`src/hw/rtl/permission_table_engine_top_assert.svh`:
```
// Assertion macros for the permission table engine.
`ifndef PERMISSION_TABLE_ENGINE_TOP_ASSERT_SVH
`define PERMISSION_TABLE_ENGINE_TOP_ASSERT_SVH

// Same-cycle implication, sampled on clk, off during reset.
`define PTE_ASSERT_IMP(lbl, ante, cons) \
  lbl: assert property (@(posedge clk) disable iff (!rst_n) (ante) |-> (cons)) \
    else $error("pte assertion failed");

// Next-cycle implication, sampled on clk, off during reset.
`define PTE_ASSERT_NXT(lbl, ante, cons) \
  lbl: assert property (@(posedge clk) disable iff (!rst_n) (ante) |=> (cons)) \
    else $error("pte assertion failed");

`endif

```
`src/hw/rtl/pte_pkg.sv`:
```
// Shared types and constants of the permission table engine.
package pte_pkg;

  localparam int TABLE_ENTRIES = 16;
  localparam int KEY_BITS      = 16;
  localparam int PERM_BITS     = 8;

  typedef enum logic {
    REQ_GET = 1'b0,
    REQ_SET = 1'b1
  } req_kind_t;

  typedef enum logic [1:0] {
    ST_OK        = 2'd0,
    ST_BAD_CLEAR = 2'd1,
    ST_BAD_SET   = 2'd2,
    ST_FULL      = 2'd3
  } status_t;

  typedef struct packed {
    req_kind_t             req_type;
    logic [KEY_BITS-1:0]   target_key;
    logic [KEY_BITS-1:0]   caller_key;
    logic                  caller_is_root;
    logic [PERM_BITS-1:0]  clear_bits;
    logic [PERM_BITS-1:0]  set_bits;
  } request_t;

  typedef struct packed {
    logic [PERM_BITS-1:0] permissions;
    status_t              status;
  } result_t;

endpackage

```
`src/hw/rtl/pte_in_reg.sv`:
```
// Input register of the permission table engine.
module pte_in_reg (
  input  logic                         clk,
  input  logic                         rst_n,
  input  logic                         in_valid,
  output logic                         in_stall,
  input  logic                         in_req_type,
  input  logic [pte_pkg::KEY_BITS-1:0] in_target_key,
  input  logic [pte_pkg::KEY_BITS-1:0] in_caller_key,
  input  logic                         in_caller_is_root,
  input  logic [pte_pkg::PERM_BITS-1:0] in_clear_bits,
  input  logic [pte_pkg::PERM_BITS-1:0] in_set_bits,
  input  logic                         adv,
  output logic                         req_vld_r,
  output pte_pkg::request_t            req_r
);
  import pte_pkg::*;

  logic req_vld_nxt;
  logic take;

  assign in_stall    = req_vld_r & ~adv;
  assign take        = in_valid & ~in_stall;
  assign req_vld_nxt = take | (req_vld_r & ~adv);

  always_ff @(posedge clk) begin
    if (!rst_n) begin
      req_vld_r <= 1'b0;
    end else begin
      req_vld_r <= req_vld_nxt;
    end
  end

  always_ff @(posedge clk) begin
    if (take) begin
      req_r.req_type       <= req_kind_t'(in_req_type);
      req_r.target_key     <= in_target_key;
      req_r.caller_key     <= in_caller_key;
      req_r.caller_is_root <= in_caller_is_root;
      req_r.clear_bits     <= in_clear_bits;
      req_r.set_bits       <= in_set_bits;
    end
  end

endmodule

```
`src/hw/rtl/pte_table.sv`:
```
// Permission table: parallel key match, free-slot pick, update and result.
module pte_table (
  input  logic                          clk,
  input  logic                          rst_n,
  input  logic                          adv,
  input  pte_pkg::request_t             req,
  input  logic [pte_pkg::PERM_BITS-1:0] valid_mask,
  output pte_pkg::result_t              res
);
  import pte_pkg::*;

  logic [TABLE_ENTRIES-1:0] valid_r;
  logic [KEY_BITS-1:0]      key_r   [TABLE_ENTRIES];
  logic [PERM_BITS-1:0]     flags_r [TABLE_ENTRIES];

  logic [TABLE_ENTRIES-1:0] t_hit, c_hit, t_oh, c_oh, free_oh;
  logic [PERM_BITS-1:0]     t_flags, c_flags, caller_perm, target_perm;
  logic [PERM_BITS-1:0]     eff_set, new_flags;
  logic                     bad_clr, bad_set, t_any, free_any, target_zero;
  logic                     do_set, upd_en, ins_en;

  always_comb begin
    for (int i = 0; i < TABLE_ENTRIES; i++) begin
      t_hit[i] = valid_r[i] & (key_r[i] == req.target_key);
      c_hit[i] = valid_r[i] & (key_r[i] == req.caller_key);
    end
  end

  // lowest set bit wins
  assign t_oh    = t_hit & (~t_hit + TABLE_ENTRIES'(1));
  assign c_oh    = c_hit & (~c_hit + TABLE_ENTRIES'(1));
  assign free_oh = ~valid_r & (valid_r + TABLE_ENTRIES'(1));

  always_comb begin
    t_flags = '0;
    c_flags = '0;
    for (int i = 0; i < TABLE_ENTRIES; i++) begin
      t_flags = t_flags | (flags_r[i] & {PERM_BITS{t_oh[i]}});
      c_flags = c_flags | (flags_r[i] & {PERM_BITS{c_oh[i]}});
    end
  end

  assign t_any       = |t_oh;
  assign free_any    = |free_oh;
  assign target_zero = (req.target_key == '0);
  assign target_perm = target_zero ? valid_mask : t_flags;
  assign caller_perm = (req.caller_key == '0) ? valid_mask : c_flags;
  assign bad_clr     = |(req.clear_bits & ~valid_mask);
  assign bad_set     = |(req.set_bits & ~valid_mask);
  assign eff_set     = req.caller_is_root ? req.set_bits : (req.set_bits & caller_perm);
  assign new_flags   = (t_flags & ~req.clear_bits) | eff_set;

  assign do_set = adv & (req.req_type == REQ_SET) & ~bad_clr & ~bad_set & ~target_zero;
  assign upd_en = do_set & t_any;
  assign ins_en = do_set & ~t_any & (|eff_set) & free_any;

  always_comb begin
    res.permissions = '0;
    res.status      = ST_OK;
    priority if (req.req_type == REQ_GET) begin
      res.permissions = target_perm;
    end else if (bad_clr) begin
      res.status = ST_BAD_CLEAR;
    end else if (bad_set) begin
      res.status = ST_BAD_SET;
    end else if (!target_zero && !t_any && (|eff_set) && !free_any) begin
      res.status = ST_FULL;
    end
  end

  always_ff @(posedge clk) begin
    if (!rst_n) begin
      valid_r <= '0;
    end else begin
      for (int i = 0; i < TABLE_ENTRIES; i++) begin
        if (upd_en && t_oh[i]) begin
          valid_r[i] <= |new_flags;
        end else if (ins_en && free_oh[i]) begin
          valid_r[i] <= 1'b1;
        end
      end
    end
  end

  always_ff @(posedge clk) begin
    for (int i = 0; i < TABLE_ENTRIES; i++) begin
      if (upd_en && t_oh[i]) begin
        flags_r[i] <= new_flags;
      end else if (ins_en && free_oh[i]) begin
        flags_r[i] <= eff_set;
        key_r[i]   <= req.target_key;
      end
    end
  end

endmodule

```
`src/hw/rtl/pte_out_reg.sv`:
```
// Result register of the permission table engine.
module pte_out_reg (
  input  logic                          clk,
  input  logic                          rst_n,
  input  logic                          adv,
  input  pte_pkg::result_t              res,
  output logic                          out_valid,
  input  logic                          out_stall,
  output logic [pte_pkg::PERM_BITS-1:0] out_permissions,
  output logic [1:0]                    out_status
);
  import pte_pkg::*;

  logic    out_vld_r, out_vld_nxt;
  result_t res_r;

  assign out_vld_nxt = adv | (out_vld_r & out_stall);

  always_ff @(posedge clk) begin
    if (!rst_n) begin
      out_vld_r <= 1'b0;
    end else begin
      out_vld_r <= out_vld_nxt;
    end
  end

  always_ff @(posedge clk) begin
    if (adv) begin
      res_r <= res;
    end
  end

  assign out_valid       = out_vld_r;
  assign out_permissions = res_r.permissions;
  assign out_status      = 2'(res_r.status);

endmodule

```
`src/hw/rtl/permission_table_engine_top.sv`:
```
// Top level of the permission table engine.
//
// Usage:
//   in_*   request channel (valid/stall): get or set of one key's permissions.
//   out_*  result channel (valid/stall): permissions read and a status code.
//   cfg_*  write channel (valid/ready) for valid_mask; write only while idle.
// A request accepted into the input register goes through the table match,
// free-slot pick and update, and its result is then registered in the result
// register that drives out_valid; out_stall can hold it in the input register.
// While out_stall is low, one request per cycle is sustained; the table update
// lands at the same edge that registers the result, so back-to-back requests
// see each other's writes. The single-cycle rate is set by the 16-way parallel
// key compare against the flip-flop table.
// When out_stall holds a finished result, the input register keeps its request
// and in_stall rises; no request is lost or repeated.
// Reset clears all entries to absent and sets valid_mask to all ones; key and
// flag storage is not cleared and is ignored until written.
module permission_table_engine_top (
  input  logic                          clk,
  input  logic                          rst_n,
  input  logic                          in_valid,
  output logic                          in_stall,
  input  logic                          in_req_type,
  input  logic [pte_pkg::KEY_BITS-1:0]  in_target_key,
  input  logic [pte_pkg::KEY_BITS-1:0]  in_caller_key,
  input  logic                          in_caller_is_root,
  input  logic [pte_pkg::PERM_BITS-1:0] in_clear_bits,
  input  logic [pte_pkg::PERM_BITS-1:0] in_set_bits,
  output logic                          out_valid,
  input  logic                          out_stall,
  output logic [pte_pkg::PERM_BITS-1:0] out_permissions,
  output logic [1:0]                    out_status,
  input  logic                          cfg_valid,
  output logic                          cfg_ready,
  input  logic [pte_pkg::PERM_BITS-1:0] cfg_valid_mask
);
  import pte_pkg::*;

  logic                 req_vld_r;
  request_t             req_r;
  result_t              res;
  logic                 adv;
  logic [PERM_BITS-1:0] valid_mask_r;

  assign cfg_ready = 1'b1;
  assign adv       = req_vld_r & (~out_valid | ~out_stall);

  always_ff @(posedge clk) begin
    if (!rst_n) begin
      valid_mask_r <= '1;
    end else if (cfg_valid && cfg_ready) begin
      valid_mask_r <= cfg_valid_mask;
    end
  end

  pte_in_reg u_in_reg (
    .clk               (clk),
    .rst_n             (rst_n),
    .in_valid          (in_valid),
    .in_stall          (in_stall),
    .in_req_type       (in_req_type),
    .in_target_key     (in_target_key),
    .in_caller_key     (in_caller_key),
    .in_caller_is_root (in_caller_is_root),
    .in_clear_bits     (in_clear_bits),
    .in_set_bits       (in_set_bits),
    .adv               (adv),
    .req_vld_r         (req_vld_r),
    .req_r             (req_r)
  );

  pte_table u_table (
    .clk        (clk),
    .rst_n      (rst_n),
    .adv        (adv),
    .req        (req_r),
    .valid_mask (valid_mask_r),
    .res        (res)
  );

  pte_out_reg u_out_reg (
    .clk             (clk),
    .rst_n           (rst_n),
    .adv             (adv),
    .res             (res),
    .out_valid       (out_valid),
    .out_stall       (out_stall),
    .out_permissions (out_permissions),
    .out_status      (out_status)
  );

`include "permission_table_engine_top_assert.svh"

  `PTE_ASSERT_IMP(a_stall_needs_req, in_stall, req_vld_r)
  `PTE_ASSERT_NXT(a_adv_gives_result, adv, out_valid)
  `PTE_ASSERT_NXT(a_set_zero_perm, adv && (req_r.req_type == REQ_SET), out_permissions == '0)
  `PTE_ASSERT_NXT(a_get_status_ok, adv && (req_r.req_type == REQ_GET), out_status == 2'(ST_OK))

endmodule

```
`config.mk`:
```
export PLATFORM = sky130hd
export DESIGN_NAME = permission_table_engine_top
export DESIGN_NICKNAME = d
export VERILOG_FILES = /design/src/hw/rtl/pte_pkg.sv /design/src/hw/rtl/pte_in_reg.sv /design/src/hw/rtl/pte_table.sv /design/src/hw/rtl/pte_out_reg.sv /design/src/hw/rtl/permission_table_engine_top.sv
export VERILOG_INCLUDE_DIRS = /design/src /design/src/hw/rtl
export SDC_FILE = /design/constraint.sdc
export NUM_CORES = 1
export LEC_CHECK = 0
export BUFFER_PORTS_ARGS = -buffer_cell sky130_fd_sc_hd__buf_2
export CORE_ASPECT_RATIO = 0.5
export CORE_MARGIN = 4
export CORE_UTILIZATION = 40
export DETAILED_ROUTE_END_ITERATION = 8
export PLACE_DENSITY_LB_ADDON = 0.15
export SLEW_MARGIN = 20
export SYNTH_ARGS = -nofsm -noshare
export SYNTH_HDL_FRONTEND = slang
export SYNTH_SLANG_ARGS = --single-unit
```
`constraint.sdc`:
```
create_clock -name clk -period 6 [get_ports clk]
set_input_delay 0.9 -clock clk [delete_from_list [all_inputs] [get_ports clk]]
set_output_delay 0.9 -clock clk [all_outputs]
set_load 0.01 [all_outputs]
```
# After elaboration in Yosys (flattened, before gate mapping)
# Memories as Yosys holds them, arrays and structs flattened.
# Index checks and enable logic that the tools add are counted.
# word_totals
memories	2
ramBits	384
out_inout_bits	13
input_bits	63
ff_bits	86
wordCells	529
# classes
eq_ne	32
bitwise_logic	147
n_reduce_logical	93
mux	224
add_sub_neg	3
# mem_list
memory	words	width	read_ports	rd_clocked_by_memory_dff	write_ports	line	text
u_table.key_r	16	16	16	0	1	pte_table.sv:13	logic [KEY_BITS-1:0] key_r [TABLE_ENTRIES];
u_table.flags_r	16	8	16	0	1	pte_table.sv:14	logic [PERM_BITS-1:0] flags_r [TABLE_ENTRIES];
# op_table
op	n
16-bit equality test	32
8-bit bitwise AND	36
8-bit two-way mux	34
16-bit OR reduction	17
8-bit bitwise OR	31
16-bit two-way mux	15
8-bit OR reduction	19
1-bit two-way mux	143
4-bit two-way mux	30
16-bit by 1-bit adder with 16-bit output (second input constant)	3
16-bit bitwise AND	3
16-bit inverter	3
1-bit bitwise AND	44
1-bit logical AND	35
16-bit logical NOT	2
2-bit nonzero test	16
1-bit bitwise OR	19
8-bit inverter	2
1-bit inverter	9
9-bit OR reduction	1
2-bit two-way mux	2
1-bit logical NOT	3

# Logic depth before layout (Yosys ltp)
# Gate-level depths: netlist (run 1).
# An unclocked memory read counts as a cell.
# logic_depth
ltp_word	49
ltp_mapped	17
mapped_depth_nobuf	12

# Hierarchy
# Synthesis (run 1) repeated with hierarchy kept, for this count alone.
# hier_totals
cells_unflattened	2347
area_unflattened_um2	26720.6
# by_module_without_submodules
mod	area_each_um2	n_inst	cells_per_inst	seq_area_each_um2
pte_table	24536.0	1	2251	11851.4
pte_in_reg	1549.0	1	54	1521.5
pte_out_reg	331.6	1	13	320.3
permission_table_engine_top	304.0	1	29	160.2

# Worst setup path before layout (run 1)
# No wires, ideal clock.
# synth_path
path_type	register -> register
from	register, netlist name u_in_reg.req_r[29]
to	memory u_table.key_r[11][0], enable pin
n_path_buf	3
t_required_ns	5.591
stages_incl_launch_ff	15
setup_time_ns	0.409
period_less_slack_ns	5.535
setup_slack_ns	0.465
arrival_ns	5.126
cell_sequence	edfxtp_1 -> buf_2 -> buf_2 -> xnor2_1 -> nand2_1 -> or4b_2 -> or4b_1 -> o221ai_1 -> a221oi_1 -> a21oi_1 -> a2111oi_0 -> and4b_1 -> buf_2 -> or4b_2 -> nor3_1
# synth_via
elab_chain_len	47
elab_cells_between_ends	182
cone_classes	add/sub: 1; eq/ne: 16; mux: 80; bitwise: 52; reduce/logical: 33
# synth_lines
item	line	text
16-bit equality test	pte_table.sv:25	c_hit[i] = valid_r[i] & (key_r[i] == req.caller_key);
1-bit bitwise AND	pte_table.sv:25	
16-bit inverter	pte_table.sv:31	assign c_oh = c_hit & (~c_hit + TABLE_ENTRIES'(1));
16-bit by 1-bit adder with 16-bit output	pte_table.sv:31	
16-bit bitwise AND	pte_table.sv:31	
8-bit bitwise AND	pte_table.sv:39	c_flags = c_flags | (flags_r[i] & {PERM_BITS{c_oh[i]}});
8-bit bitwise OR (15 in series)	pte_table.sv:39	
8-bit two-way mux (*)	pte_table.sv:47	assign caller_perm = (req.caller_key == '0) ? valid_mask : c_flags;
[2 not listed]	n/a	
8-bit OR reduction (*)	pte_table.sv:55	assign ins_en = do_set & ~t_any & (|eff_set) & free_any;
1-bit bitwise AND (*) (2 in series)	pte_table.sv:55	
1-bit logical AND	pte_table.sv:89	end else if (ins_en && free_oh[i]) begin
1-bit two-way mux	pte_table.sv:89	
1-bit two-way mux	pte_table.sv:87	if (upd_en && t_oh[i]) begin
1-bit two-way mux (not written as such)	pte_table.sv:91	key_r[i] <= req.target_key;
16-bit OR reduction (no line)	n/a	
4-bit two-way mux (no line) / 1-bit two-way mux (equally long branches) (15 in series)	n/a	
to (decl)	pte_table.sv:13	
# Every way passes the cells marked *; elsewhere a longest branch is shown, timed or not.

# Worst setup path in the final report (run 1)
# layout_path
from	register, netlist name u_in_reg.req_r[20]
to	memory u_table.key_r[10][13], enable pin
# layout_via
elab_chain_len	47
elab_cells_between_ends	182
cone_classes	add/sub: 1; eq/ne: 16; mux: 80; bitwise: 52; reduce/logical: 33
# layout_lines
item	line
16-bit equality test	pte_table.sv:25
1-bit bitwise AND	pte_table.sv:25
16-bit inverter	pte_table.sv:31
16-bit by 1-bit adder with 16-bit output	pte_table.sv:31
16-bit bitwise AND	pte_table.sv:31
8-bit bitwise AND	pte_table.sv:39
8-bit bitwise OR (15 in series)	pte_table.sv:39
8-bit two-way mux (*)	pte_table.sv:47
[2 not listed]	n/a
8-bit OR reduction (*)	pte_table.sv:55
1-bit bitwise AND (*) (2 in series)	pte_table.sv:55
1-bit logical AND	pte_table.sv:89
1-bit two-way mux	pte_table.sv:89
1-bit two-way mux	pte_table.sv:87
1-bit two-way mux (not written as such)	pte_table.sv:91
16-bit OR reduction (no line)	n/a
4-bit two-way mux (no line) / 1-bit two-way mux (equally long branches) (15 in series)	n/a
# Marked as above.

==> results of run 1 <==
## state kept, by name (all words and copies together), names as in the netlist
name / flops
u_table.flags_r: 128
u_out_reg.out_permissions: 8
u_out_reg.out_valid: 1
u_in_reg.req_vld_r: 1
u_table.key_r: 256
u_out_reg.out_status: 2
u_table.valid_r: 16
u_in_reg.req_r: 50
valid_mask_r: 8
## logic make-up (layout without fill, tap and decap cells)
logic type	count (synthesis)	count (layout)	synth area share, %
AO/OA/AOI/OAI	419	419	11.51
XOR/XNOR	515	515	16.08
buffers and inverters	215	475	3.391
flip-flops	470	470	49.40
multiplexers	14	14	0.5131
other	1	2	0.01337
AND/OR/NAND/NOR	935	935	19.09
## synthesized netlist by cell type, types with 26 or more instances
master and instances:
sky130_fd_sc_hd__nor4_1 82, sky130_fd_sc_hd__edfxtp_1 444, sky130_fd_sc_hd__buf_2 56, sky130_fd_sc_hd__a21o_1 38, sky130_fd_sc_hd__clkbuf_1 65, sky130_fd_sc_hd__inv_1 73, sky130_fd_sc_hd__and4_1 31, sky130_fd_sc_hd__dfxtp_1 26
sky130_fd_sc_hd__nand4_1 124, sky130_fd_sc_hd__a21oi_1 31, sky130_fd_sc_hd__nand3_1 107, sky130_fd_sc_hd__o22ai_1 30, sky130_fd_sc_hd__o21ai_0 43, sky130_fd_sc_hd__and3_1 36, sky130_fd_sc_hd__xor2_1 203, sky130_fd_sc_hd__nand2_1 154
sky130_fd_sc_hd__xnor2_1 312, sky130_fd_sc_hd__nand2b_1 47, sky130_fd_sc_hd__nor3_1 69, sky130_fd_sc_hd__and2_1 29, sky130_fd_sc_hd__nor2_1 101
## layer usage
metal	global-route usage, %	routed length (um)	vias up
met2	45.61	50160	1588
met4	8.373	3430	2
met1	51.51	58480	12040
met3	10.58	16590	197
li1	-	-	10260
met5	0	13	-
## timing repair
item / CTS / global route
hold buffers: 0 / 0
setup endpoints to repair: 0 / 16
buffers inserted: 0 / 4
gates resized for setup: 0 / 3
## worst paths after layout
| check | cells past startpoint | to |
|---|---|---|
| worst max-delay path | 12 | u_table.key_r[10][13]$_DFFE_PP_ |
| worst min-delay path | 1 | u_in_reg.req_r[30]$_DFFE_PP_ |
| worst max register to register | 12 | u_table.key_r[10][13]$_DFFE_PP_ |
| worst min register to register | 2 | u_out_reg.out_valid$_SDFF_PN0_ |
## power by group
part	switching, uW	internal [uW]	total [uW]
Sequential	48.3	3620	3670
Combinational	417	233	650
Clock	1410	1690	3100
Total	1880	5540	7420
## layout by cell type, fill, tap and decap left out, types with 19 or more instances in the layout
master / n
sky130_fd_sc_hd__edfxtp_1: 444
sky130_fd_sc_hd__xnor2_1: 312
sky130_fd_sc_hd__buf_4: 221
sky130_fd_sc_hd__xor2_1: 203
sky130_fd_sc_hd__nand2_1: 154
sky130_fd_sc_hd__nand4_1: 124
sky130_fd_sc_hd__nand3_1: 107
sky130_fd_sc_hd__nor2_1: 101
sky130_fd_sc_hd__nor4_1: 77
sky130_fd_sc_hd__buf_2: 74
sky130_fd_sc_hd__inv_1: 73
sky130_fd_sc_hd__nor3_1: 61
sky130_fd_sc_hd__nand2b_1: 47
sky130_fd_sc_hd__clkbuf_16: 47
sky130_fd_sc_hd__o21ai_0: 43
sky130_fd_sc_hd__a21o_1: 38
sky130_fd_sc_hd__and3_1: 36
sky130_fd_sc_hd__and4_1: 31
sky130_fd_sc_hd__a21oi_1: 31
sky130_fd_sc_hd__o22ai_1: 30
sky130_fd_sc_hd__and2_1: 29
sky130_fd_sc_hd__dfxtp_1: 26
sky130_fd_sc_hd__a22oi_1: 25
sky130_fd_sc_hd__or4_1: 24
sky130_fd_sc_hd__or2_2: 23
sky130_fd_sc_hd__buf_12: 22
sky130_fd_sc_hd__or3_1: 21
sky130_fd_sc_hd__a211oi_1: 19
## metrics by stage
stage / worst slack, ns / power, uW / hold WS [ns]
after floorplan: 0.4652 / 4090 / 0.4451
after global placement: 0.1364 / 4371 / 0.4613
after detailed placement: 0.1710 / 4374 / 0.4794
after CTS: 0.1203 / 7453 / 0.4033
after global routing: 0.02138 / 7637 / 0.4172
final: 0.06852 / 7421 / 0.4384
## cell type report
class                           count  area share, %
Clock buffer                       58          3.755
Sequential cell                   470          42.38
Antenna cell                        1       0.007655
Clock inverter                     26         0.9492
Multi-Input combinational cell   1884          40.89
Tap cell                          945          3.617
Inverter                           74         0.8497
Timing Repair Buffer              317          7.555
==> tab_implementation.tex, run 1 <==
\begin{tabular}{lr}
\hline
Metric & Value \\
\hline
\multicolumn{2}{l}{\textbf{Status}} \\
\quad Result of the run & complete, no violations \\
\multicolumn{2}{l}{\textbf{Timing}} \\
\quad Max Freq & 0.1686 GHz \\
\quad Max-slew violation total from the final report & 0 \\
\quad Setup repair after global routing missed its margin & no \\
\quad Transition time at the pin with the least slew margin & 1.147 ns \\
\quad Number of endpoints with negative hold slack in the final report & 0 \\
\quad Final sum of negative setup slack & 0 ns \\
\quad Post-route clock period utilization & 98.86\% \\
\quad Max-slew headroom & 22.86\% \\
\quad Shortest period the worst path allows & about 5.9 ns \\
\quad Fin Clk Skew & 0.02219 ns \\
\quad Count of endpoints failing setup in the final report & 0 \\
\multicolumn{2}{l}{\textbf{Worst setup path}} \\
\quad Worst path bufs/invs & 2 \\
\quad Sort of element at the start of the critical path & flop \\
\quad Max stage delay cell, worst path & sky130\_fd\_sc\_hd\_\_or4b\_2 \\
\quad Capturing element type of the critical path & flop \\
\quad Category of the critical setup timing path & flop to flop \\
\quad Delay contributed by the slowest stage of the critical path & 0.80 ns \\
\quad Cell-by-cell listing of the critical path & buf\_12, xnor2\_1, nand2\_1, nor4bb\_1, o211ai\_1, or4b\_2, a311oi\_1, o221a\_2, and4b\_1, or4b\_2, nor2\_1, buf\_12 \\
\quad Register-to-register setup slack & just under 0.07 ns \\
\quad Required arrival time at the worst endpoint & 6.33 ns \\
\quad Worst Path Arrival & 6.26 ns \\
\quad CP startpoint & u\_in\_reg.req\_r[20]\$\_DFFE\_PP\_ \\
\quad Critical register-to-register path startpoint & u\_in\_reg.req\_r[20]\$\_DFFE\_PP\_ \\
\quad Largest fanout on the critical path & 16 \\
\quad Top cell family by delay on the critical path & simple AND/OR/NAND/NOR gates \\
\multicolumn{2}{l}{\textbf{Placement}} \\
\quad HPWL Detailed & 98.97 mm \\
\quad Number of instances in the placed design & roughly 3.7k \\
\quad Final estimated routing congestion in global placement & 1.048 \\
\quad Port Buffer Count & 74 \\
\quad Cell area reported after detailed placement & between 30000 and 40000 sq um \\
\multicolumn{2}{l}{\textbf{Clock tree}} \\
\quad Clk Latency, worst-skew pair & 0.63 ns \\
\quad Total number of clock tree sinks & 470 \\
\quad Post-CTS clock slew at the launch and capture registers of the worst setup and hold paths & 0.06 ns \\
\quad Number of buffers created by CTS & 47 \\
\quad Buffers from clock root to sink, at most & 3 \\
\quad H-Tree Depth & 2 \\
\quad Root Buffer & sky130\_fd\_sc\_hd\_\_clkbuf\_16 \\
\quad TritonCTS clock tree & done \\
\multicolumn{2}{l}{\textbf{Finish}} \\
\quad Reg area & around 14000 sq um \\
\quad Final instance area & roughly 33000 sq um \\
\quad Multi-input gate area in the final layout & 13370 sq um \\
\quad Post-route insts no fill & around 3.8k \\
\quad Final layout net count & 2857 \\
\quad FILL cells & 6399 \\
\quad Fraction of final layout cells with drive strength greater than 1 & about 16\% \\
\quad Util after Layout & 47.26\% \\
\quad Layout Area Growth over Synthesis & 16.57\% \\
\multicolumn{2}{l}{\textbf{Synthesis}} \\
\quad Synthesized area & 28040 sq um \\
\quad Syn nets & 2632 \\
\quad Synth Register Bits & 470 \\
\quad Most frequently used flop master after synthesis & sky130\_fd\_sc\_hd\_\_edfxtp\_1 \\
\quad Fraction of the yosys area taken by sequential cells & about half \\
\quad Cell variety after synth & 97 \\
\quad Async set-reset flop share out of synthesis & 0\% \\
\quad Instance count of the mapped netlist & 2569 \\
\quad Post-synthesis cell type with the largest combined area & sky130\_fd\_sc\_hd\_\_edfxtp\_1 \\
\quad Yosys Warn Count & 0 \\
\quad Count of flip-flops with a built-in enable after synthesis & 444 \\
\quad Synth Area per Inst & between 10 and 15 sq um \\
\quad Top cell type's share of synthesized area & between 40\% and 50\% \\
\quad Cells taking the most area after synthesis & sky130\_fd\_sc\_hd\_\_edfxtp\_1, sky130\_fd\_sc\_hd\_\_xnor2\_1, sky130\_fd\_sc\_hd\_\_xor2\_1 \\
\multicolumn{2}{l}{\textbf{Route}} \\
\quad Number of detailed-route iterations in the first pass & 8 \\
\quad Routed len/inst & 34.09 um \\
\quad Vias & 24.09k \\
\quad Average vias per placed instance & 6.382 \\
\quad First DRT Iteration DRCs & 3446 \\
\quad Antenna Nets Post-Route & 0 \\
\quad Number of DRC violations after detailed routing & 0 \\
\quad Final wirelength & 128.7 mm \\
\multicolumn{2}{l}{\textbf{GRT}} \\
\quad Global-route wire length before repair & roughly 180 mm \\
\quad Grt ovf & 0 \\
\quad Vias in the first global route & 22.59k \\
\quad Number of antenna violations at the first check in global routing & 2 \\
\quad Global routing usage summed across all routing layers & about 34\% \\
\quad Pin count of the biggest net entering global routing & 37 \\
\multicolumn{2}{l}{\textbf{Min path}} \\
\quad Hold/Removal Path Class & primary input to flop \\
\quad Hold path startpoint & in\_caller\_key[13] \\
\multicolumn{2}{l}{\textbf{Floorplan}} \\
\quad Number of rows created at floorplan & 68 \\
\quad Area of the placeable core & 69170 sq um \\
\quad \# IOs & between 70 and 80 \\
\quad Width of the die & 382.5 um \\
\quad Die height & 195.2 um \\
\quad Die area & 74670 sq um \\
\quad Initial Utilization & about two fifths \\
\multicolumn{2}{l}{\textbf{Power}} \\
\quad Static leakage & 0.01126 uW \\
\quad Maximum VDD drop & 0.2074 mV \\
\quad Power density over the cells & 227.0 nW/um\^{}2 \\
\multicolumn{2}{l}{\textbf{Job}} \\
\quad Max-cap violations & 0 \\
\hline
\end{tabular}
Note: power is estimated with default switching activity, not from simulation.
==> inputs of run 2 (changes only) <==
==> constraint.sdc (replaced) <==
create_clock -name clk -period 6 [get_ports clk]
set_input_delay 0.6 -clock clk [delete_from_list [all_inputs] [get_ports clk]]
set_output_delay 0.6 -clock clk [all_outputs]
set_load 0.01 [all_outputs]
==> run 2 against run 1 <==
Non-clock buffer count decreased by 12. Via count is 0.57% higher. Critical path type unchanged. Highest routed layer unchanged. Maximum frequency up 0.36%. Flip-flop and latch count did not move. Critical endpoint is now u_table.flags_r[5][14]$_DFFE_PP_. First-iteration DRC count up 11%.
==> tab_implementation.tex, run 2 (synthesized netlist as in run 1, its figures left out) <==
\begin{tabular}{lr}
\hline
Metric & Value \\
\hline
\multicolumn{2}{l}{\textbf{Status}} \\
\quad Result of the run & complete, no violations \\
\multicolumn{2}{l}{\textbf{Timing}} \\
\quad Fin Hold WS & 0.1272 ns (-0.3111 ns) \\
\quad Transition time at the pin with the least slew margin & 1.150 ns (+0.002993 ns) \\
\quad Fin Clk Skew & 0.02937 ns (+0.007172 ns) \\
\quad Max-slew headroom & 22.66\% (-0.20 points) \\
\quad Setup repair after global routing missed its margin & no \\
\quad Number of endpoints with negative hold slack in the final report & 0 (unchanged) \\
\quad Max Freq & 0.1692 GHz (+0.36\%) \\
\quad Shortest period the worst path allows & 5.910 ns (-0.02129 ns) \\
\quad Count of endpoints failing setup in the final report & 0 (unchanged) \\
\quad Post-route clock period utilization & 98.50\% (-0.35 points) \\
\quad PnR worst setup slack & 0.08981 ns (+0.02129 ns) \\
\quad Max-slew violation total from the final report & 0 (unchanged) \\
\quad Final sum of negative setup slack & 0 ns (unchanged) \\
\multicolumn{2}{l}{\textbf{Worst setup path}} \\
\quad Worst Path Arrival & 6.25 ns (about the same) \\
\quad Register-to-register setup slack & 0.09 ns (+0.02 ns) \\
\quad Category of the critical setup timing path & flop to flop \\
\quad Required arrival time at the worst endpoint & 6.34 ns (about the same) \\
\quad CP startpoint & u\_in\_reg.req\_r[29]\$\_DFFE\_PP\_ \\
\quad Depth of the worst register-to-register path & 15 (+3) \\
\quad Worst reg2reg endpoint & u\_table.flags\_r[5][14]\$\_DFFE\_PP\_ \\
\quad Capturing element type of the critical path & flop \\
\quad Largest fanout on the critical path & 8 (-8) \\
\quad Critical register-to-register path startpoint & u\_in\_reg.req\_r[29]\$\_DFFE\_PP\_ \\
\quad Sort of element at the start of the critical path & flop \\
\multicolumn{2}{l}{\textbf{Power}} \\
\quad Static leakage & 0.01121 uW (-0.45\%) \\
\quad Power density over the cells & 230.8 nW/um\^{}2 (+1.7\%) \\
\quad Maximum VDD drop & 0.1934 mV (-6.7\%) \\
\quad Final Total Pwr & 7551 uW (+1.7\%) \\
\multicolumn{2}{l}{\textbf{Clock tree}} \\
\quad H-Tree Depth & 2 (unchanged) \\
\quad Root Buffer & sky130\_fd\_sc\_hd\_\_clkbuf\_16 \\
\quad Clk Latency, worst-skew pair & 0.65 ns (+0.02 ns) \\
\quad Buffers from clock root to sink, at most & 3 (unchanged) \\
\quad Total number of clock tree sinks & 470 (unchanged) \\
\quad TritonCTS clock tree & done \\
\quad Post-CTS clock slew at the launch and capture registers of the worst setup and hold paths & 0.08 ns (+0.02 ns) \\
\quad Number of buffers created by CTS & 47 (unchanged) \\
\multicolumn{2}{l}{\textbf{Floorplan}} \\
\quad Width of the die & 382.5 um (unchanged) \\
\quad Area of the placeable core & 69170 sq um (unchanged) \\
\quad Number of rows created at floorplan & 68 (unchanged) \\
\quad \# IOs & 76 (unchanged) \\
\quad Initial Utilization & 40.54\% (unchanged) \\
\quad Die height & 195.2 um (unchanged) \\
\quad Die area & 74670 sq um (unchanged) \\
\multicolumn{2}{l}{\textbf{Route}} \\
\quad Vias & 24.23k (+0.57\%) \\
\quad Met2 routed WL & 49.35 mm (-1.6\%) \\
\quad Final wirelength & 128.6 mm (about the same) \\
\quad Number of detailed-route iterations in the first pass & 8 (unchanged) \\
\quad First DRT Iteration DRCs & 3831 (+11\%) \\
\quad Uppermost signal routing layer after detailed routing & met5 \\
\quad Met3 wire length & 17.31 mm (+4.4\%) \\
\quad Routed length on met1 & 58.44 mm (about the same) \\
\quad Routed len/inst & 34.16 um (+0.23\%) \\
\quad Antenna Nets Post-Route & 0 (unchanged) \\
\quad Average vias per placed instance & 6.435 (+0.84\%) \\
\quad Number of DRC violations after detailed routing & 0 (unchanged) \\
\multicolumn{2}{l}{\textbf{GRT}} \\
\quad Grt ovf & 0 (unchanged) \\
\quad Global-route wire length before repair & 178.6 mm (+0.49\%) \\
\quad Pin count of the biggest net entering global routing & 51 (+38\%) \\
\quad Global routing usage summed across all routing layers & 33.66\% (-0.038 points) \\
\quad Number of antenna violations at the first check in global routing & 4 (+2) \\
\quad Vias in the first global route & 22.70k (+0.46\%) \\
\multicolumn{2}{l}{\textbf{Placement}} \\
\quad Worst setup slack after placement & 0.2666 ns (+0.09556 ns) \\
\quad Number of instances in the placed design & 3676 (-0.27\%) \\
\quad HPWL Detailed & 98.42 mm (-0.56\%) \\
\quad Final estimated routing congestion in global placement & 1.057 (+0.88\%) \\
\quad Port Buffer Count & 74 (unchanged) \\
\multicolumn{2}{l}{\textbf{Finish}} \\
\quad Antenna diode count & 0 (-1) \\
\quad Flip-flop count of the largest register, all copies and words added & 256 (unchanged) \\
\quad Biggest register & u\_table.key\_r \\
\quad Fraction of final layout cells with drive strength greater than 1 & 16.03\% (-0.37 points) \\
\quad Most frequent standard cell in the layout excluding fill and tap cells & sky130\_fd\_sc\_hd\_\_edfxtp\_1 \\
\quad Top library cells by usage in the layout, fill and taps aside & sky130\_fd\_sc\_hd\_\_edfxtp\_1, sky130\_fd\_sc\_hd\_\_xnor2\_1, sky130\_fd\_sc\_hd\_\_buf\_4, sky130\_fd\_sc\_hd\_\_xor2\_1, sky130\_fd\_sc\_hd\_\_nand2\_1 \\
\quad Post-route insts no fill & 3765 (-0.26\%) \\
\quad Registers with the most flip-flops & u\_table.key\_r x256, u\_table.flags\_r x128, u\_in\_reg.req\_r x50 \\
\quad Layout Area Growth over Synthesis & 16.64\% (about the same) \\
\quad Final layout net count & 2845 (-0.42\%) \\
\multicolumn{2}{l}{\textbf{Min path}} \\
\quad Hold path startpoint & in\_caller\_key[7] \\
\quad Capture endpoint of the worst hold path & u\_in\_reg.req\_r[24]\$\_DFFE\_PP\_ \\
\quad Hold/Removal Path Class & primary input to flop \\
\quad Worst Hold Path Cells & 1 (unchanged) \\
\multicolumn{2}{l}{\textbf{Job}} \\
\quad Max-cap violations & 0 (unchanged) \\
\hline
\end{tabular}
==> run 2: changes by cell type in the layout (fill, tap and decap cells not counted), moves of 3 or more <==
cell                         delta
sky130_fd_sc_hd__buf_4         -17
sky130_fd_sc_hd__clkinv_1       +6
sky130_fd_sc_hd__buf_12         +5
sky130_fd_sc_hd__clkbuf_1       -5
sky130_fd_sc_hd__clkinv_2       -5
sky130_fd_sc_hd__clkinv_4       +3
sky130_fd_sc_hd__clkinvlp_4     +3
==> run 2: critical path, stage by stage (launching register included) <==
cell and delay (ns):
sky130_fd_sc_hd__edfxtp_1 0.90, sky130_fd_sc_hd__buf_12 0.22, sky130_fd_sc_hd__xor2_1 0.09, sky130_fd_sc_hd__or4_1 0.53
sky130_fd_sc_hd__nor4_1 0.56, sky130_fd_sc_hd__buf_4 0.23, sky130_fd_sc_hd__o211a_1 0.26, sky130_fd_sc_hd__nand3_1 0.12
sky130_fd_sc_hd__o2111ai_1 0.38, sky130_fd_sc_hd__a221oi_1 0.11, sky130_fd_sc_hd__a21oi_1 0.25, sky130_fd_sc_hd__a2111oi_0 0.12
sky130_fd_sc_hd__and4b_1 0.32, sky130_fd_sc_hd__or4b_2 0.78, sky130_fd_sc_hd__o32ai_1 0.43, sky130_fd_sc_hd__buf_4 0.27
==> run 2: repair_timing <==
item | 4_1_cts | 5_1_grt
setup endpoints to repair | 0 | 8
buffers inserted | 0 | 2
hold buffers | 0 | 0
resized for setup | 0 | 2
==> run 2: worst max-delay path by stage <==
| stage | end |
|---|---|
| after detailed placement | u_table.flags_r[5][11]$_DFFE_PP_ |
| after global placement | u_table.flags_r[5][11]$_DFFE_PP_ |
| final | u_table.flags_r[5][14]$_DFFE_PP_ |
| after CTS | u_table.flags_r[5][14]$_DFFE_PP_ |
| after floorplan | u_table.key_r[11][0]$_DFFE_PP_ |
| after global routing | u_table.flags_r[5][9]$_DFFE_PP_ |
==> run 2: routing by layer <==
layer | vias up | GRT usage [%]
met1 | 12140 | 51.90
met2 | 1667 | 45.08
met4 | 4 | 8.077
li1 | 10220 | -
met3 | 200 | 10.62
met5 | - | 0
==> run 2: layout make-up <==
cell class	count	area, sq um
fillers	6386	36460
flip-flops and latches	470	13850
multi-input cells	1884	13340
repair buffers	305	2442
clock buffers	53	1220
well taps	945	1182
clock inverters	34	396.6
inverters	74	277.8
==> run 2: per-stage QoR <==
stage               cell area [sq um]  utilization (%)
finish                          32710            47.29
global route                    32710            47.29
CTS                             32680            47.24
detailed placement              31060            44.91
global placement                31060            44.91
floorplan                       28040                -
==> run 2: power breakdown <==
part | internal, uW | switching (uW)
Clock | 1750 | 1480
Sequential | 3620 | 46.5
Combinational | 233 | 426
Total | 5600 | 1950
